## config.mk

```make
export PLATFORM = sky130hd
export DESIGN_NAME = slot_handle_table
export DESIGN_NICKNAME = d
export VERILOG_FILES = /design/src/rtl/core/sht_pkg.sv /design/src/rtl/core/sht_free_find.sv /design/src/rtl/core/slot_handle_table.sv
export VERILOG_INCLUDE_DIRS = /design/src /design/src/rtl/core
export SDC_FILE = /design/constraint.sdc
export NUM_CORES = 2
export LEC_CHECK = 0
export BUFFER_PORTS_ARGS = -buffer_cell sky130_fd_sc_hd__buf_2
export CAP_MARGIN = 20
export CORE_MARGIN = 1.5
export CORE_UTILIZATION = 30
export DETAILED_ROUTE_END_ITERATION = 8
export SLEW_MARGIN = 25
export SYNTH_ARGS = -nofsm -noshare
export SYNTH_HDL_FRONTEND = slang
export SYNTH_SLANG_ARGS = --single-unit
```

## constraint.sdc

```tcl
create_clock -name clock -period 9.7 [get_ports clock]
set_input_delay 1.455 -clock clock [delete_from_list [all_inputs] [get_ports clock]]
set_output_delay 1.455 -clock clock [all_outputs]
set_load 0.05 [all_outputs]
```

## src/rtl/core/assert_macros.svh

```systemverilog
// Assertion macros shared by the RTL of the slot handle table.
// Each macro wraps one clocked concurrent assertion that is disabled during reset.
`ifndef ASSERT_MACROS_SVH
`define ASSERT_MACROS_SVH

// Checks that the consequent holds in the same cycle as the antecedent.
`define SHT_ASSERT_NOW(label, ante, cons, msg) \
   label: assert property (@(posedge clock) disable iff (reset) (ante) |-> (cons)) \
      else $error(msg);

// Checks that the consequent holds in the cycle after the antecedent.
`define SHT_ASSERT_NEXT(label, ante, cons, msg) \
   label: assert property (@(posedge clock) disable iff (reset) (ante) |=> (cons)) \
      else $error(msg);

`endif

```

## src/rtl/core/sht_pkg.sv

```systemverilog
// Package for the slot handle table: field widths, default sizes and codes.
// It has no dependencies; both RTL modules of the block import it.
package sht_pkg;

   // Default table geometry.
   localparam int SLOTS_DEF      = 64;
   localparam int VALUE_BITS_DEF = 32;

   // Fixed field widths of the request and response transfers.
   localparam int ACTION_BITS = 3;
   localparam int SLOT_BITS   = 8;
   localparam int ENTRY_BITS  = 32;
   localparam int COUNT_BITS  = 7;
   localparam int STATUS_BITS = 2;

   // The free-slot search looks at the occupancy map in groups of this size.
   localparam int GROUP_BITS     = 8;
   localparam int GROUP_IDX_BITS = 3;

   typedef enum logic [ACTION_BITS-1:0] {
      ACT_ADD     = 3'd0,
      ACT_REMOVE  = 3'd1,
      ACT_REPLACE = 3'd2,
      ACT_LOOKUP  = 3'd3,
      ACT_FIND    = 3'd4
   } action_type;

   typedef enum logic [STATUS_BITS-1:0] {
      STAT_OK    = 2'd0,
      STAT_RANGE = 2'd1,
      STAT_USED  = 2'd2
   } status_type;

   typedef enum logic {
      ST_IDLE = 1'b0,
      ST_EXEC = 1'b1
   } state_type;

endpackage

```

## src/rtl/core/sht_free_find.sv

```systemverilog
// Two-level search for the lowest empty slot in the occupancy map.
// Depends on sht_pkg for the group size.
module sht_free_find #(
   parameter int SLOTS    = sht_pkg::SLOTS_DEF,
   parameter int CNT_BITS = $clog2(SLOTS + 1)
) (
   input  logic                clock,
   input  logic                load,
   input  logic [SLOTS-1:0]    used_map,
   output logic [CNT_BITS-1:0] free_slot
);
   import sht_pkg::*;

   localparam int Groups  = (SLOTS + GROUP_BITS - 1) / GROUP_BITS;
   localparam int PadBits = Groups * GROUP_BITS;

   logic [PadBits-1:0]        padded_map;
   logic [Groups-1:0]         grp_free_in;
   logic [GROUP_IDX_BITS-1:0] grp_low_in [Groups];
   logic [Groups-1:0]         grp_free_ff;
   logic [GROUP_IDX_BITS-1:0] grp_low_ff [Groups];

   // First level: per group, whether any slot is empty and the lowest empty one.
   // Slots past the end of the table count as used.
   always_comb begin
      padded_map              = '1;
      padded_map[SLOTS-1:0]   = used_map;
      for (int g = 0; g < Groups; g++) begin
         grp_free_in[g] = ~&padded_map[g*GROUP_BITS +: GROUP_BITS];
         grp_low_in[g]  = '0;
         for (int b = GROUP_BITS - 1; b >= 0; b--) begin
            if (!padded_map[g*GROUP_BITS + b]) begin
               grp_low_in[g] = GROUP_IDX_BITS'(b);
            end
         end
      end
   end

   // The group results are registered while the slot memory is read.
   always_ff @(posedge clock) begin
      if (load) begin
         grp_free_ff <= grp_free_in;
         grp_low_ff  <= grp_low_in;
      end
   end

   // Second level: the lowest group with an empty slot wins; none means full.
   always_comb begin
      free_slot = CNT_BITS'(SLOTS);
      for (int g = Groups - 1; g >= 0; g--) begin
         if (grp_free_ff[g]) begin
            free_slot = CNT_BITS'(g * GROUP_BITS) + CNT_BITS'(grp_low_ff[g]);
         end
      end
   end

endmodule

```

## src/rtl/core/slot_handle_table.sv

```systemverilog
// Top level of the slot handle table: slot memory, occupancy map and count.
// Depends on sht_pkg, sht_free_find and assert_macros.svh.
//
// Usage:
// A request transfer on the req_ channel carries an action (add, remove,
// replace, lookup, find lowest free slot), a slot number and a value. Each
// request produces exactly one response transfer on the rsp_ channel with the
// old slot content, the lowest free slot for find requests, the occupied
// count after the request and a status code.
// One request is in work at a time: the slot memory is read at the request
// transfer and written back in the execute cycle, and no new request is taken
// until that cycle completes. The free-slot search runs alongside the read as
// a registered two-level priority encoder over the occupancy flags. A finished
// response waits in the output register while the next request is taken. If
// rsp_stall holds that response, the following request waits in the execute
// cycle until the output register frees. Reset clears the occupancy flags and
// count; the slot memory is not swept, since an unoccupied slot always reads
// as zero.
`include "assert_macros.svh"

module slot_handle_table #(
   parameter int SLOTS      = sht_pkg::SLOTS_DEF,
   parameter int VALUE_BITS = sht_pkg::VALUE_BITS_DEF
) (
   input  logic                            clock,
   input  logic                            reset,
   input  logic                            req_valid,
   output logic                            req_stall,
   input  logic [sht_pkg::ACTION_BITS-1:0] req_action,
   input  logic [sht_pkg::SLOT_BITS-1:0]   req_slot,
   input  logic [sht_pkg::ENTRY_BITS-1:0]  req_entry_value,
   output logic                            rsp_valid,
   input  logic                            rsp_stall,
   output logic [sht_pkg::ENTRY_BITS-1:0]  rsp_old_value,
   output logic [sht_pkg::COUNT_BITS-1:0]  rsp_free_slot,
   output logic [sht_pkg::COUNT_BITS-1:0]  rsp_occupied,
   output logic [sht_pkg::STATUS_BITS-1:0] rsp_status
);
   import sht_pkg::*;

   localparam int IdxBits   = (SLOTS > 1) ? $clog2(SLOTS) : 1;
   localparam int CntBits   = $clog2(SLOTS + 1);
   localparam int StoreBits = (VALUE_BITS < ENTRY_BITS) ? VALUE_BITS : ENTRY_BITS;

   // Control state.
   state_type                state_ff, state_in;
   logic                     rsp_valid_ff, rsp_valid_in;
   logic [SLOTS-1:0]         used_map_ff, used_map_in;
   logic [CntBits-1:0]       used_total_ff, used_total_in;

   // Captured request and memory read data.
   action_type               act_ff;
   logic [SLOT_BITS-1:0]     slot_ff;
   logic [StoreBits-1:0]     entry_ff;
   logic [StoreBits-1:0]     mem_q_ff;
   logic [StoreBits-1:0]     slot_mem [SLOTS];

   // Response registers.
   logic [ENTRY_BITS-1:0]    old_value_ff, old_value_in;
   logic [COUNT_BITS-1:0]    free_slot_ff, free_slot_in;
   logic [COUNT_BITS-1:0]    occupied_ff, occupied_in;
   status_type               status_ff, status_in;

   // Execute-cycle signals.
   logic                     req_xfer;
   logic                     done;
   logic [IdxBits-1:0]       exec_idx;
   logic                     in_range;
   logic                     was_used;
   logic                     now_used;
   logic [StoreBits-1:0]     cur_value;
   logic                     wr_en;
   logic [StoreBits-1:0]     wr_value;
   logic [CntBits-1:0]       found_slot;

   assign req_xfer = req_valid && !req_stall;

   // Lowest free slot, searched while the memory is read.
   sht_free_find #(
      .SLOTS    (SLOTS),
      .CNT_BITS (CntBits)
   ) u_free_find (
      .clock     (clock),
      .load      (req_xfer),
      .used_map  (used_map_ff),
      .free_slot (found_slot)
   );

   // Slot memory: read at the request transfer, written back in the execute cycle.
   always_ff @(posedge clock) begin
      if (req_xfer) begin
         mem_q_ff <= slot_mem[req_slot[IdxBits-1:0]];
      end
      if (wr_en) begin
         slot_mem[exec_idx] <= wr_value;
      end
   end

   // Request capture.
   always_ff @(posedge clock) begin
      if (req_xfer) begin
         act_ff   <= action_type'(req_action);
         slot_ff  <= req_slot;
         entry_ff <= req_entry_value[StoreBits-1:0];
      end
   end

   // Execute: decode the action against the current slot content.
   always_comb begin
      exec_idx      = slot_ff[IdxBits-1:0];
      in_range      = {1'b0, slot_ff} < (SLOT_BITS + 1)'(SLOTS);
      was_used      = used_map_ff[exec_idx];
      cur_value     = was_used ? mem_q_ff : '0;
      done          = (state_ff == ST_EXEC) && (!rsp_valid_ff || !rsp_stall);
      wr_en         = 1'b0;
      wr_value      = '0;
      old_value_in  = '0;
      free_slot_in  = '0;
      status_in     = STAT_OK;

      case (act_ff)
         ACT_ADD: begin
            if (!in_range) begin
               status_in = STAT_RANGE;
            end else if (was_used) begin
               old_value_in = ENTRY_BITS'(cur_value);
               status_in    = STAT_USED;
            end else begin
               wr_en    = 1'b1;
               wr_value = entry_ff;
            end
         end
         ACT_REMOVE: begin
            if (!in_range) begin
               status_in = STAT_RANGE;
            end else begin
               old_value_in = ENTRY_BITS'(cur_value);
               wr_en        = 1'b1;
            end
         end
         ACT_REPLACE: begin
            if (!in_range) begin
               status_in = STAT_RANGE;
            end else begin
               old_value_in = ENTRY_BITS'(cur_value);
               wr_en        = 1'b1;
               wr_value     = entry_ff;
            end
         end
         ACT_LOOKUP: begin
            if (!in_range) begin
               status_in = STAT_RANGE;
            end else begin
               old_value_in = ENTRY_BITS'(cur_value);
            end
         end
         ACT_FIND: begin
            free_slot_in = COUNT_BITS'(found_slot);
         end
         default: begin
         end
      endcase

      // Writes only land when the response can be loaded.
      wr_en    = wr_en && done;
      now_used = (wr_value != '0);

      // Occupancy flag and count follow the written value.
      used_map_in   = used_map_ff;
      used_total_in = used_total_ff;
      if (wr_en) begin
         used_map_in[exec_idx] = now_used;
         if (now_used && !was_used) begin
            used_total_in = used_total_ff + CntBits'(1);
         end else if (was_used && !now_used) begin
            used_total_in = used_total_ff - CntBits'(1);
         end
      end
      occupied_in = COUNT_BITS'(used_total_in);
   end

   // Sequencer and response handshake.
   always_comb begin
      state_in     = state_ff;
      rsp_valid_in = rsp_valid_ff;
      req_stall    = (state_ff != ST_IDLE);
      if (rsp_valid_ff && !rsp_stall) begin
         rsp_valid_in = 1'b0;
      end
      case (state_ff)
         ST_IDLE: begin
            if (req_valid) begin
               state_in = ST_EXEC;
            end
         end
         ST_EXEC: begin
            if (done) begin
               state_in     = ST_IDLE;
               rsp_valid_in = 1'b1;
            end
         end
         default: begin
            state_in = ST_IDLE;
         end
      endcase
   end

   // Control registers.
   always_ff @(posedge clock) begin
      if (reset) begin
         state_ff      <= ST_IDLE;
         rsp_valid_ff  <= 1'b0;
         used_map_ff   <= '0;
         used_total_ff <= '0;
      end else begin
         state_ff      <= state_in;
         rsp_valid_ff  <= rsp_valid_in;
         used_map_ff   <= used_map_in;
         used_total_ff <= used_total_in;
      end
   end

   // Response registers load when the execute cycle completes.
   always_ff @(posedge clock) begin
      if (done) begin
         old_value_ff <= old_value_in;
         free_slot_ff <= free_slot_in;
         occupied_ff  <= occupied_in;
         status_ff    <= status_in;
      end
   end

   assign rsp_valid     = rsp_valid_ff;
   assign rsp_old_value = old_value_ff;
   assign rsp_free_slot = free_slot_ff;
   assign rsp_occupied  = occupied_ff;
   assign rsp_status    = status_ff;

   // Checks on the table bookkeeping and the sequencing.
   `SHT_ASSERT_NOW(a_count_matches_map, 1'b1, $countones(used_map_ff) == int'(used_total_ff), "occupied count disagrees with occupancy flags")
   `SHT_ASSERT_NEXT(a_xfer_starts_exec, req_xfer, state_ff == ST_EXEC, "request transfer did not start the execute cycle")
   `SHT_ASSERT_NEXT(a_done_gives_rsp, done, rsp_valid_ff && state_ff == ST_IDLE, "completed request produced no response")
   `SHT_ASSERT_NOW(a_no_write_when_idle, state_ff == ST_IDLE, !wr_en && used_map_in == used_map_ff, "table changed outside the execute cycle")

endmodule
```

==> impl_metrics.json <==
{
  "crit_top_cell": "buf_4",
  "r2r_end": "slot_mem[29][30]",
  "fin_nets": 4066,
  "highest_layer": "met4",
  "ant_nets": 0,
  "yosysSeqAreaShare": 0.770,
  "crit_path_start": "slot_ff[2]",
  "comb_power_share": 0.035,
  "mostFrequentLayoutCells": "2203 x edfxtp_1, 667 x mux4_2, 225 x clkbuf_16",
  "avgSynthCellArea_um2": 23.2,
  "totalPowerFinal_mw": 19.9,
  "powerDensity_nw_per_um2": 197,
  "power_frac_clock": 0.425,
  "antenna_found_initial": 11,
  "worst_ep_required_time_ps": 10210,
  "core-area_um2": 291000,
  "chipWidth_um": 544,
  "r2r_cells": 10,
  "synth_compound_area_frac": 0.00767,
  "cpMaxStageDelayCell": "edfxtp_1",
  "post_cts_buffers": 0,
  "drt_iter0_markers": 4903,
  "syn_area_um2": 87800,
  "dp_hpwl_um": 120000,
  "ir_drop_mv": 0.209,
  "ys.warnings.count": 0,
  "cp.arrival_ps": 5780,
  "place_area_um2": 93800,
  "setup_ws_ps": 4430,
  "clock_path_buffers": 3,
  "port_buffers": 96,
  "avgViaCountPerCell": 5.01,
  "fp.dieH_um": 544,
  "drive_gt1_frac": 0.314,
  "syn_inst": 3780,
  "max_cap_viol_count": 0,
  "p_sw_mw": 4.13,
  "crit_family": "buffers and inverters",
  "maxSlewHeadroom": 0.289,
  "final_cell_area_um2": 101000,
  "cts-resized-gates": 0,
  "worst-path-buf-inv": 4,
  "synth-simple-area-share": 0.0280,
  "critPathCaptureType": "flop",
  "synthFlopType": "edfxtp_1",
  "fin_tns_setup_ps": 0,
  "cts_tree": "done",
  "crit_type": "flop to flop",
  "first_global_vias": 41700,
  "cts_made_buffers": 221,
  "period_minus_slack_ps": 5270,
  "synth_fp_nets": 3829,
  "routed_wl_um": 217000,
  "min_period_over_period": 0.544,
  "htreeDepth": 4,
  "multiInputGateArea_um2": 19700,
  "routed-wl-met2_um": 105000,
  "rsz0062_at_grt": "no",
  "async_flop_share": 0,
  "nFillCells": 26700,
  "p_leak_nw": 27.5,
  "grtUsageTotal": 0.146,
  "fmax_mhz": 190,
  "hold_class": "flop to flop",
  "ctsHoldBuffers": 0,
  "avgRoutedWirePerCell_um": 26.8,
  "setup_viol": 0,
  "tightest_slew_ps": 1070,
  "cts_sinks": 2276,
  "wl_met1_um": 93800,
  "rrSetupSlack_ps": 4430,
  "critPathMaxFanout": 74,
  "outcome": "finished clean",
  "grt_overflow": 0,
  "wl_met3_um": 13700,
  "grt_pass1_wl_um": 311000,
  "synth_xor_area_frac": 0.000399,
  "grt_max_degree": 162,
  "post-route-drc-count": 0,
  "ff_latch_area_um2": 67600,
  "gp_congestion": 0.812,
  "vias": 40600,
  "p_seq_frac": 0.540,
  "syn_to_final_growth_pct": 15.0,
  "first_pass_iters": 5,
  "r2r-start": "slot_ff[2]",
  "synth_edf_count": 2203,
  "clkLatencyLatePin_ps": 870,
  "start_kind": "flop",
  "synth_seq_cells": 2276,
  "die_area_um2": 296000,
  "p_sw_frac": 0.207,
  "rows": 198,
  "io_pins": 97,
  "slowest_delay_ps": 1000,
  "worstPathCellList": "inv_1 -> a221o_1 -> a222oi_1 -> o22ai_1 -> nor4_4 -> buf_4 -> o31ai_4 -> buf_12 -> nor3_4 -> buf_4",
  "cp.depth": 10,
  "netlist-cell-type-count": 55,
  "place_ws_ps": 4520,
  "synth.area.mux_share": 0.183,
  "crit_path_end": "slot_mem[29][30]",
  "min_from": "used_map_ff[33]",
  "cts-root-buf": "clkbuf_16",
  "slew_viol_final": 0,
  "power.internal_mw": 15.8,
  "start_util": 0.302,
  "clock_skew_ps": 56.6,
  "synthAdderAreaFrac": 0.000285,
  "path_clk_slew_ps": 70,
  "finalHoldViolations": 0,
  "mostFrequentLayoutCell": "edfxtp_1",
  "synth_top_family_by_area": "multiplexers"
}
## flip-flops by register name, indices dropped and copies added (netlist names)
signal,flops
u_free_find.grp_free_ff,8
rsp_valid,1
used_map_ff,64
rsp_occupied,7
entry_ff,32
u_free_find.grp_low_ff,24
rsp_free_slot,7
rsp_status,2
slot_mem,2048
act_ff,3
used_total_ff,7
req_stall,1
mem_q_ff,32
rsp_old_value,32
slot_ff,8
## cell usage after synthesis (4+ instances only)
master | number | area, µm²
edfxtp_1 | 2203 | 66200
mux4_2 | 667 | 15000
clkbuf_1 | 120 | 450
nand2_1 | 95 | 357
mux2i_1 | 81 | 811
dfxtp_1 | 73 | 1460
and2_1 | 67 | 419
nand2b_1 | 67 | 419
nor2_1 | 57 | 214
nor3_2 | 56 | 561
buf_1 | 53 | 199
o21ai_0 | 26 | 130
nor3_1 | 23 | 115
inv_1 | 19 | 71.3
mux2_2 | 17 | 191
buf_6 | 14 | 158
a221oi_1 | 12 | 105
a31oi_1 | 12 | 75.1
nor4_1 | 11 | 68.8
a21boi_0 | 9 | 67.6
buf_2 | 9 | 45.0
nor2b_1 | 9 | 56.3
a21oi_1 | 7 | 35.0
nand4_1 | 7 | 43.8
a221o_1 | 6 | 60.1
a311oi_1 | 6 | 52.6
and3b_1 | 4 | 35.0
or3_1 | 4 | 25.0
## cell families (layout without fill, tap and decap cells)
family / after synthesis / after routing
xor gates and xnor gates: 4 / 4
muxes: 766 / 766
other: 0 / 6
buffers and inverters: 218 / 646
DFF: 2276 / 2276
AOI/OAI and AO/OA: 95 / 95
and+or+nand+nor: 419 / 419
adders and majority gates: 2 / 2
## final cells by class
cell class,count,area share
inverters,19,0.000706
diodes,6,0.000149
clock inverters,143,0.0131
repair buffers,213,0.0152
clock buffers,271,0.0578
multi-input cells,1286,0.195
well taps,3900,0.0483
flip-flops and latches,2276,0.670
## worst min path at each step
stage,endpoint,slack (ps),cells past startpoint
2_1_floorplan,used_map_ff[8],470,2
3_3_place_gp,used_map_ff[33],500,2
3_5_place_dp,used_map_ff[33],490,2
4_1_cts,used_map_ff[33],510,2
5_1_grt,used_map_ff[33],530,2
6_report,used_map_ff[33],510,2
## power groups by stage
stage	combinational, mW	sequential [mW]	clock, mW
2_1_floorplan	0.425	11.0	0
3_3_place_gp	0.700	11.0	0
3_5_place_dp	0.706	11.0	0
4_1_cts	0.707	10.8	8.61
5_1_grt	0.737	10.8	8.98
6_report	0.698	10.8	8.47
## worst reg2reg max path, delay by kind of cell, from the launching register on
kind / cells / cell delay [ps]
buf+inv: 4 / 1540
simple gates: 2 / 1360
compound gates: 4 / 1010
flops: 1 / 1000
## metal layers
layer,vias to the layer above,track usage
li1,16600,-
met1,22300,0.206
met2,1507,0.237
met3,283,0.0189
met4,0,0.0352
met5,-,0
## per-stage QoR
step           cells  hold slack (ps)  utilization
2_1_floorplan   3780              466            -
3_3_place_gp    7692              498        0.322
3_5_place_dp    7693              490        0.322
4_1_cts         8107              506        0.347
5_1_grt         8108              526        0.347
6_report        8114              513        0.347
Power figures use the tool's default switching activity.
